**src/hw/rtl/uirhe_pkg.sv**
```systemverilog
`timescale 1ns / 1ps
package uirhe_pkg;

	localparam int MAX_REGIONS_DEF = 16;
	localparam int RESULT_CAP      = 32;

	localparam int COUNT_W  = 5;
	localparam int FUNC_W   = 2;
	localparam int INDEX_W  = 4;
	localparam int COORD_W  = 13;
	localparam int SIZE_W   = 12;
	localparam int FLAGS_W  = 16;
	localparam int ACTION_W = 16;
	localparam int REL_W    = 14;

	localparam int S_TDATA_W = 128;
	localparam int M_TDATA_W = 64;

	localparam logic [FUNC_W-1:0] FUNC_LOAD   = 2'd0;
	localparam logic [FUNC_W-1:0] FUNC_MOVE   = 2'd1;
	localparam logic [FUNC_W-1:0] FUNC_BUTTON = 2'd2;

	localparam int FLAG_IGNORE = 0;
	localparam int FLAG_SCROLL = 1;
	localparam int FLAG_ENTER  = 2;
	localparam int FLAG_LEAVE  = 3;
	localparam int FLAG_HOVER  = 4;

	localparam logic [FLAGS_W-1:0] CODE_ENTER = 16'h0004;
	localparam logic [FLAGS_W-1:0] CODE_LEAVE = 16'h0008;
	localparam logic [FLAGS_W-1:0] CODE_HOVER = 16'h0010;

	typedef struct packed {
		logic signed [COORD_W-1:0] x;
		logic signed [COORD_W-1:0] y;
		logic [SIZE_W-1:0]         w;
		logic [SIZE_W-1:0]         h;
		logic [FLAGS_W-1:0]        flags;
		logic [ACTION_W-1:0]       action;
	} region_entry_t;

	typedef struct packed {
		logic                    ignore;
		logic                    holds_old;
		logic                    holds_new;
		logic signed [REL_W-1:0] rel_x;
		logic signed [REL_W-1:0] rel_y;
	} hit_t;

	typedef struct packed {
		logic signed [REL_W-1:0] rel_y;
		logic signed [REL_W-1:0] rel_x;
		logic [FLAGS_W-1:0]      code;
		logic [ACTION_W-1:0]     action;
	} event_t;

	localparam int EVENT_W = $bits(event_t);

endpackage

```
**src/hw/rtl/ui_region_hit_event_engine.sv**
```systemverilog
`timescale 1ns / 1ps
// Region hit-test event engine.
// cfg channel (cfg_valid/cfg_ready/cfg_data) sets the number of table entries in
// use; cfg_ready is always high. Write it only while no item is in progress.
// Input items arrive on s_tvalid/s_tready/s_tdata with the function code on
// s_tuser. A load item writes one table entry in the cycle it is accepted and
// gives no event. A move or button item walks the table from entry 0 through a
// registered table memory, one entry per cycle while the output does not stall.
//   button: one pass; it stops after the first matching entry with the scroll flag
//   move:   leave pass, then enter/hover pass; an entry that gives both enter
//           and hover is held in the stage until its hover event is given.
// s_tready is high only between items. Events leave on m_tvalid/m_tready/m_tdata
// with m_tlast on the last event of an item; an item without events gives none.
// Each event sits in a holding register until the next one is known, then in
// the output register, so a stalled receiver holds the walk but the next item
// is taken while the final event still waits. Reset clears the cursor, the
// entry count and all handshake state; table contents are undefined until
// loaded.
module ui_region_hit_event_engine #(
	parameter int MAX_REGIONS = uirhe_pkg::MAX_REGIONS_DEF
) (
	input  logic                              clk,
	input  logic                              arst_n,
	input  logic                              cfg_valid,
	output logic                              cfg_ready,
	input  logic [uirhe_pkg::COUNT_W-1:0]     cfg_data,
	input  logic                              s_tvalid,
	output logic                              s_tready,
	// region_index, region_x, region_y, region_w, region_h, region_flags,
	// region_action, cursor_x, cursor_y, button_mask
	input  logic [uirhe_pkg::S_TDATA_W-1:0]   s_tdata,
	// func
	input  logic [uirhe_pkg::FUNC_W-1:0]      s_tuser,
	output logic                              m_tvalid,
	input  logic                              m_tready,
	// event_action, event_code, rel_x, rel_y, zero pad
	output logic [uirhe_pkg::M_TDATA_W-1:0]   m_tdata,
	output logic                              m_tlast
);
	import uirhe_pkg::*;

	localparam int AW = (MAX_REGIONS > 1) ? $clog2(MAX_REGIONS) : 1;
	localparam int CW = $clog2(MAX_REGIONS + 1);
	localparam int EW = $clog2(RESULT_CAP + 1);

	localparam logic [1:0] ST_IDLE  = 2'd0;
	localparam logic [1:0] ST_WALK  = 2'd1;
	localparam logic [1:0] ST_FLUSH = 2'd2;

	localparam logic [1:0] PASS_LEAVE  = 2'd0;
	localparam logic [1:0] PASS_ENTER  = 2'd1;
	localparam logic [1:0] PASS_BUTTON = 2'd2;

	// input fields
	logic [INDEX_W-1:0]        in_index;
	logic signed [COORD_W-1:0] in_cursor_x, in_cursor_y;
	logic [FLAGS_W-1:0]        in_mask;
	region_entry_t             in_entry;

	assign in_index        = s_tdata[3:0];
	assign in_entry.x      = $signed(s_tdata[16:4]);
	assign in_entry.y      = $signed(s_tdata[29:17]);
	assign in_entry.w      = s_tdata[41:30];
	assign in_entry.h      = s_tdata[53:42];
	assign in_entry.flags  = s_tdata[69:54];
	assign in_entry.action = s_tdata[85:70];
	assign in_cursor_x     = $signed(s_tdata[98:86]);
	assign in_cursor_y     = $signed(s_tdata[111:99]);
	assign in_mask         = s_tdata[127:112];

	logic [1:0]                state_q, pass_q;
	logic [CW-1:0]             ptr_q, cnt_act;
	logic                      valid_s1, sub_s1, accept_q;
	logic [EW-1:0]             ev_cnt_q;
	logic [COUNT_W-1:0]        region_count_q;
	logic signed [COORD_W-1:0] cur_x_q, cur_y_q, new_x_q, new_y_q;
	logic [FLAGS_W-1:0]        mask_q;
	logic                      pend_valid_q, out_valid_q, out_last_q;
	event_t                    pend_q, out_q, new_ev;
	region_entry_t             entry_s1;
	region_entry_t             region_mem_q [MAX_REGIONS];

	logic   in_go, wr_en, rd_en, more, out_free, can_emit, room;
	logic   want, done_entry, acc_clr, brk_req;
	logic   step, consume, s1_free, brk, emit_go, push_mid, push_end;
	logic [FLAGS_W-1:0] ev_code;
	hit_t   hit;

	always_comb begin
		if (32'(region_count_q) > MAX_REGIONS) begin
			cnt_act = CW'(MAX_REGIONS);
		end else begin
			cnt_act = CW'(region_count_q);
		end
	end

	assign cfg_ready = 1'b1;
	assign s_tready  = (state_q == ST_IDLE);
	assign in_go     = s_tvalid && s_tready;
	assign wr_en     = in_go && (s_tuser == FUNC_LOAD) && (32'(in_index) < MAX_REGIONS);

	// table memory
	always_ff @(posedge clk) begin
		if (wr_en) begin
			region_mem_q[AW'(in_index)] <= in_entry;
		end
		if (rd_en) begin
			entry_s1 <= region_mem_q[ptr_q[AW-1:0]];
		end
	end

	uirhe_hit_eval u_hit_eval (
		.entry   (entry_s1),
		.old_x   (cur_x_q),
		.old_y   (cur_y_q),
		.new_x   (new_x_q),
		.new_y   (new_y_q),
		.rel_new (pass_q != PASS_BUTTON),
		.hit     (hit)
	);

	// per-entry event decision
	always_comb begin
		want       = 1'b0;
		ev_code    = mask_q;
		done_entry = 1'b1;
		acc_clr    = 1'b0;
		brk_req    = 1'b0;
		case (pass_q)
			PASS_LEAVE: begin
				want    = !hit.ignore && entry_s1.flags[FLAG_LEAVE] &&
				          hit.holds_old && !hit.holds_new;
				ev_code = CODE_LEAVE;
			end
			PASS_ENTER: begin
				if (!hit.ignore && hit.holds_new) begin
					if (entry_s1.flags[FLAG_ENTER] && !hit.holds_old && !sub_s1) begin
						want       = 1'b1;
						ev_code    = CODE_ENTER;
						done_entry = !(accept_q && entry_s1.flags[FLAG_HOVER]);
					end else if (accept_q && entry_s1.flags[FLAG_HOVER]) begin
						want    = 1'b1;
						ev_code = CODE_HOVER;
						acc_clr = entry_s1.flags[FLAG_SCROLL];
					end
				end
			end
			PASS_BUTTON: begin
				if (!hit.ignore && hit.holds_old && ((mask_q & entry_s1.flags) != '0)) begin
					want    = 1'b1;
					brk_req = entry_s1.flags[FLAG_SCROLL];
				end
			end
			default: begin
				want = 1'b0;
			end
		endcase
	end

	assign out_free = !out_valid_q || m_tready;
	assign can_emit = !pend_valid_q || out_free;
	assign room     = ev_cnt_q < EW'(RESULT_CAP);
	assign more     = ptr_q < cnt_act;

	assign step     = (state_q == ST_WALK) && valid_s1 && !(want && room && !can_emit);
	assign consume  = step && done_entry;
	assign s1_free  = !valid_s1 || consume;
	assign brk      = step && brk_req;
	assign emit_go  = step && want && room;
	assign rd_en    = (state_q == ST_WALK) && s1_free && more && !brk;
	assign push_mid = emit_go && pend_valid_q;
	assign push_end = (state_q == ST_FLUSH) && pend_valid_q && out_free;

	assign new_ev.action = entry_s1.action;
	assign new_ev.code   = ev_code;
	assign new_ev.rel_x  = hit.rel_x;
	assign new_ev.rel_y  = hit.rel_y;

	always_ff @(posedge clk or negedge arst_n) begin
		if (!arst_n) begin
			state_q        <= ST_IDLE;
			pass_q         <= PASS_LEAVE;
			ptr_q          <= '0;
			valid_s1       <= 1'b0;
			sub_s1         <= 1'b0;
			accept_q       <= 1'b0;
			ev_cnt_q       <= '0;
			region_count_q <= '0;
			cur_x_q        <= '0;
			cur_y_q        <= '0;
			pend_valid_q   <= 1'b0;
			out_valid_q    <= 1'b0;
			out_last_q     <= 1'b0;
		end else begin
			if (cfg_valid && cfg_ready) begin
				region_count_q <= cfg_data;
			end
			if (out_valid_q && m_tready && !(push_mid || push_end)) begin
				out_valid_q <= 1'b0;
			end
			if (emit_go) begin
				ev_cnt_q     <= ev_cnt_q + EW'(1);
				pend_valid_q <= 1'b1;
			end
			if (push_mid) begin
				out_valid_q <= 1'b1;
				out_last_q  <= 1'b0;
			end
			case (state_q)
				ST_IDLE: begin
					if (in_go && (s_tuser == FUNC_MOVE || s_tuser == FUNC_BUTTON)) begin
						state_q  <= ST_WALK;
						pass_q   <= (s_tuser == FUNC_MOVE) ? PASS_LEAVE : PASS_BUTTON;
						ptr_q    <= '0;
						valid_s1 <= 1'b0;
						sub_s1   <= 1'b0;
						accept_q <= 1'b1;
						ev_cnt_q <= '0;
					end
				end
				ST_WALK: begin
					if (step) begin
						sub_s1 <= !done_entry;
						if (acc_clr) begin
							accept_q <= 1'b0;
						end
					end
					if (brk) begin
						valid_s1 <= 1'b0;
						state_q  <= ST_FLUSH;
					end else if (s1_free) begin
						valid_s1 <= more;
						if (more) begin
							ptr_q <= ptr_q + CW'(1);
						end else if (pass_q == PASS_LEAVE) begin
							pass_q <= PASS_ENTER;
							ptr_q  <= '0;
						end else begin
							state_q <= ST_FLUSH;
							if (pass_q == PASS_ENTER) begin
								cur_x_q <= new_x_q;
								cur_y_q <= new_y_q;
							end
						end
					end
				end
				ST_FLUSH: begin
					if (!pend_valid_q) begin
						state_q <= ST_IDLE;
					end else if (out_free) begin
						out_valid_q  <= 1'b1;
						out_last_q   <= 1'b1;
						pend_valid_q <= 1'b0;
						state_q      <= ST_IDLE;
					end
				end
				default: begin
					state_q <= ST_IDLE;
				end
			endcase
		end
	end

	// item payload
	always_ff @(posedge clk) begin
		if (in_go) begin
			new_x_q <= in_cursor_x;
			new_y_q <= in_cursor_y;
			mask_q  <= in_mask;
		end
		if (emit_go) begin
			pend_q <= new_ev;
		end
		if (push_mid || push_end) begin
			out_q <= pend_q;
		end
	end

	assign m_tvalid = out_valid_q;
	assign m_tlast  = out_last_q;
	assign m_tdata  = {{(M_TDATA_W - EVENT_W){1'b0}}, out_q};

endmodule

```
**src/hw/rtl/uirhe_hit_eval.sv**
```systemverilog
`timescale 1ns / 1ps
module uirhe_hit_eval (
	input  uirhe_pkg::region_entry_t             entry,
	input  logic signed [uirhe_pkg::COORD_W-1:0] old_x,
	input  logic signed [uirhe_pkg::COORD_W-1:0] old_y,
	input  logic signed [uirhe_pkg::COORD_W-1:0] new_x,
	input  logic signed [uirhe_pkg::COORD_W-1:0] new_y,
	input  logic                                 rel_new,
	output uirhe_pkg::hit_t                      hit
);
	import uirhe_pkg::*;

	logic signed [REL_W-1:0] x_lo, y_lo, x_hi, y_hi;
	logic signed [REL_W-1:0] ox, oy, nx, ny, px, py;

	assign x_lo = $signed({entry.x[COORD_W-1], entry.x});
	assign y_lo = $signed({entry.y[COORD_W-1], entry.y});
	assign x_hi = x_lo + $signed({2'b00, entry.w});
	assign y_hi = y_lo + $signed({2'b00, entry.h});

	assign ox = $signed({old_x[COORD_W-1], old_x});
	assign oy = $signed({old_y[COORD_W-1], old_y});
	assign nx = $signed({new_x[COORD_W-1], new_x});
	assign ny = $signed({new_y[COORD_W-1], new_y});

	assign px = rel_new ? nx : ox;
	assign py = rel_new ? ny : oy;

	assign hit.ignore    = entry.flags[FLAG_IGNORE];
	assign hit.holds_old = (x_lo <= ox) && (ox < x_hi) && (y_lo <= oy) && (oy < y_hi);
	assign hit.holds_new = (x_lo <= nx) && (nx < x_hi) && (y_lo <= ny) && (ny < y_hi);
	assign hit.rel_x     = px - x_lo;
	assign hit.rel_y     = py - y_lo;

endmodule

```
**config.mk**
```make
export PLATFORM = sky130hd
export DESIGN_NAME = ui_region_hit_event_engine
export DESIGN_NICKNAME = d
export VERILOG_FILES = /design/src/hw/rtl/uirhe_pkg.sv /design/src/hw/rtl/ui_region_hit_event_engine.sv /design/src/hw/rtl/uirhe_hit_eval.sv
export SDC_FILE = /design/constraint.sdc
export NUM_CORES = 2
export LEC_CHECK = 0
export ABC_AREA = 0
export BUFFER_PORTS_ARGS = -buffer_cell sky130_fd_sc_hd__buf_2
export CAP_MARGIN = 20
export CORE_ASPECT_RATIO = 1.2
export CORE_MARGIN = 3
export CORE_UTILIZATION = 65
export DETAILED_ROUTE_END_ITERATION = 8
export PLACE_DENSITY = 0.89
export SYNTH_ARGS = -nofsm -noshare
export SYNTH_HDL_FRONTEND = slang
export SYNTH_SLANG_ARGS = --single-unit
```
**constraint.sdc**
```tcl
create_clock -name clk -period 23.2 [get_ports clk]
set_input_delay 2.32 -clock clk [delete_from_list [all_inputs] [get_ports clk]]
set_output_delay 2.32 -clock clk [all_outputs]
set_load 0.005 [all_outputs]
```
==> key figures <==
Outcome
  – Status: completed

Die
  – Initial Util: 66.01%
  – Row count: ~130
  – Die width: between 200 and 300 µm
  – Num ports: around 210
  – Die Area: 102800 µm²
  – Die Ht: roughly 350 µm
  – Core area: ~97000 µm²

Logic synthesis
  – Async set-reset flop share out of synthesis: under 10%
  – Avg Synthesized Cell Area: approximately 21 µm²
  – Post-synthesis sequential area ratio: approximately three quarters
  – YS warnings: 0
  – Netlist Area Pre-Place: between 60000 and 70000 µm²
  – Yosys reg bits: about 1600
  – Post-Syn Instances: 3065
  – Main flop type after synthesis: edfxtp_1
  – Number of synthesized flops with an enable pin: 1556
  – Synth unique cells: 87

Global route
  – Vias in the first global route: approximately 35000
  – Largest net degree at the start of global routing: 150
  – GRT Total Usage: 34.46%
  – Initial antenna violation count: 27
  – GR Overflow Total: 0
  – First-pass GRT wire length: ~250000 µm

Worst hold path
  – Worst Hold Path Cells: 0
  – Sink of the worst hold path: m_tdata[9]$_DFFE_PN_
  – Hold Startpoint: pend_q[9]$_DFFE_PN_
  – Worst Hold Class: reg2reg

Detailed routing
  – DRT Pass-1 Iters: 7
  – DR WL/cell: 36.03 µm
  – # DRC: 0
  – Post-Route WL: approximately 170000 µm
  – Antenna Nets Post-Route: 0
  – Iteration-0 DRC Markers: between 5000 and 6000
  – Vias: between 30000 and 40000
  – Via/cell ratio: 7.210

Worst setup path
  – Crit path kind: reg2reg
  – Startpoint Class: flop
  – CP endpoint kind: flop
  – R2R Path End: pend_q[50]$_DFFE_PN_
  – Req. time, crit path: 23.58 ns
  – CP max FO: 44
  – Reg2Reg Depth: 27
  – CP arrival: between 7 and 8 ns
  – Reg-to-reg slack, setup: roughly 16 ns
  – RR Startpoint: entry_s1[56]$_DFFE_PP_

Clocking
  – Hold Buf Count CTS: 0
  – Worst-path clk slew: approximately 0.070 ns
  – Worst-Skew Late Latency: between 0.7 and 0.8 ns
  – Cts repair resizes: 0
  – Clk root buf: clkbuf_16
  – Clock Sinks: 1608
  – H-Tree Depth: 4
  – Clk buf depth: 3
  – CTS tree: done
  – Postcts setup bufs: 0
  – Inserted Clock Buffers: ~150

Place
  – IO buf count: a little over 200
  – Routability cong.: between 0.9 and 1
  – DP HPWL: 89700 µm
  – Placed Cells: 4480

Timing
  – Slew Limit Fails: 0
  – Final number of setup-violating endpoints: 0
  – Final Skew: approximately 0.045 ns
  – RSZ-0062 raised after global routing: no
  – Final hold viol count: 0
  – Max Fclk: ~150 MHz
  – Crit path time final: approximately 7 ns
  – Fin crit share: ~30%
  – Rel. slew slack: between 20% and 30%
  – Actual slew at the worst max-slew pin: between 1 and 1.5 ns
  – Final TNS setup: 0 ns

Pwr
  – Switching power: 2865 µW
  – Register share of total power: between 40 and 50%
  – Internal power: 6053 µW
  – Switching Share: between 30% and 40%
  – Comb power frac: 31.4%
  – Clock power frac: 28.0%
  – Peak VDD IR: between 0.0001 and 0.00015 V
  – Leak Pwr: ~0.024 µW
  – Power Density: around 120 nW/µm²

Final layout
  – Most frequent cells in the layout: 1556 x edfxtp_1, 410 x mux4_2, 202 x buf_2
  – Fillers: approximately 5000
  – Multi-input logic area: between 15000 and 20000 µm²
  – Sequential cell area: between 40000 and 50000 µm²
  – Non-Filler Instances: ~4800
  – Commonest non-fill, non-tap cell in the layout: edfxtp_1
  – Syn-to-layout area delta: 12.01%
  – Share of layout cells above drive strength 1: a little over a quarter
  – Final #Nets: around 3700

Job
  – Max Cap Violations: 0
==> cell usage after synthesis (5+ instances only) <==
cell      count  area share [%]
and3_1        8           0.078
o21a_1        7           0.082
a21boi_0     13            0.15
nor2b_1      32            0.31
xnor2_1      31            0.42
buf_4         6           0.070
o21ai_0      86            0.67
inv_1       121            0.71
xor2_1       10            0.14
dfrtp_1      52             2.0
nor3_1       15            0.12
a22o_1        5           0.068
o211ai_1      7           0.082
mux4_2      410              14
a22oi_1       5           0.058
nor2_1       67            0.39
clkbuf_1     66            0.39
mux2i_1      27            0.42
nand3_1      19            0.15
buf_1        38            0.22
mux2_2        7            0.12
a211oi_1     10            0.12
ha_1        152             3.0
nor4_1        6           0.058
nand2_1      83            0.48
a211o_1       9            0.12
a21oi_1      54            0.42
a211oi_2      5           0.097
edfxtp_1   1556              73
a21o_1       20            0.23
o31ai_1       8           0.093
o22ai_1       7           0.068
nand4_1      15            0.15
nand2b_1     20            0.19
==> registers in the layout (all words and copies together) (netlist names), 2 cells and up <==
name	flops
region_mem_q	1312
entry_s1	82
m_tdata	60
pend_q	60
mask_q	16
cur_x_q	13
cur_y_q	13
new_x_q	13
new_y_q	13
ev_cnt_q	6
ptr_q	5
region_count_q	5
pass_q	2
state_q	2
==> cell families (layout without fill, tap and decap cells) <==
kind of cell / after synthesis / in the layout / synth area share [%]
flops: 1608 / 1608 / 74.67
mux: 444 / 444 / 14.90
simple gates: 289 / 289 / 2.233
compound gates: 283 / 283 / 2.969
buf+inv: 237 / 651 / 1.478
fa+ha+maj: 160 / 160 / 3.146
xor+xnor: 42 / 42 / 0.5933
other cells: 2 / 30 / 0.01168
==> worst max path at each step <==
| stage | startpoint | to | slack [ns] | cells past startpoint |
|---|---|---|---|---|
| finish | entry_s1[56]$_DFFE_PP_ | pend_q[50]$_DFFE_PN_ | 16.32 | 27 |
| CTS | entry_s1[56]$_DFFE_PP_ | pend_q[58]$_DFFE_PN_ | 16.00 | 26 |
| global route | entry_s1[56]$_DFFE_PP_ | pend_q[50]$_DFFE_PN_ | 15.99 | 25 |
| floorplan | entry_s1[56]$_DFFE_PP_ | ptr_q[0]$_DFFE_PN0P_ | 11.86 | 27 |
| global placement | entry_s1[56]$_DFFE_PP_ | pend_q[42]$_DFFE_PN_ | 16.37 | 26 |
| detailed placement | entry_s1[56]$_DFFE_PP_ | pend_q[42]$_DFFE_PN_ | 16.23 | 26 |
==> worst max-delay path, cell delays in order (launching register included) <==
cell	delay (ns)
edfxtp_1	0.42
ha_1	0.21
inv_1	0.06
fa_1	0.41
inv_1	0.08
a21oi_1	0.07
o21ai_0	0.34
a21oi_1	0.13
o21ai_0	0.30
a21oi_1	0.11
o21ai_0	0.33
a21o_1	0.18
a21o_1	0.15
a21o_1	0.13
a21oi_1	0.07
xnor2_1	0.23
ha_1	0.29
and4b_1	0.19
o21ai_0	0.07
a21oi_1	0.07
a2111oi_1	0.32
clkbuf_2	0.25
and2_1	0.19
and3_1	0.23
o22ai_1	0.13
a211o_1	0.42
clkinv_2	0.35
buf_4	0.69
==> power groups by stage <==
stage	Clock (µW)	Combinational (µW)	Sequential, µW
2_1_floorplan	0	2010	3560
3_3_place_gp	0	2540	3660
3_5_place_dp	0	2660	3670
4_1_cts	2510	2750	3610
5_1_grt	2610	3010	3630
6_report	2500	2800	3620
==> stage by stage <==
stage | area [µm²] | power (µW) | util [%] | hold slack, ns | worst slack (ns)
after floorplan | 64330 | 5566 | - | 0.4003 | 11.86
after global placement | 67020 | 6195 | 68.78 | 0.4033 | 16.37
after detailed placement | 67020 | 6322 | 68.78 | 0.4045 | 16.23
after CTS | 71950 | 8880 | 73.84 | 0.4171 | 16.00
after global routing | 72010 | 9248 | 73.90 | 0.4228 | 15.99
final | 72040 | 8918 | 73.94 | 0.4125 | 16.32
==> layer usage <==
layer / share of wire [%] / GRT usage (%) / wire, µm
met5: 0.033 / 0 / 57
met4: 5.4 / 17.57 / 9283
met3: 11 / 7.983 / 18880
met2: 50 / 55.92 / 86530
met1: 33 / 44.57 / 57390
==> final cells by class <==
class | instances | area share (%)
Tap cell | 1270 | 2.206
Multi-Input combinational cell | 1223 | 21.49
Clock buffer | 183 | 5.436
Timing Repair Buffer | 259 | 2.056
Sequential cell | 1608 | 66.69
Antenna cell | 25 | 0.08684
Inverter | 122 | 0.6374
Clock inverter | 87 | 1.402
No activity file was read; power rests on OpenSTA's default activity.
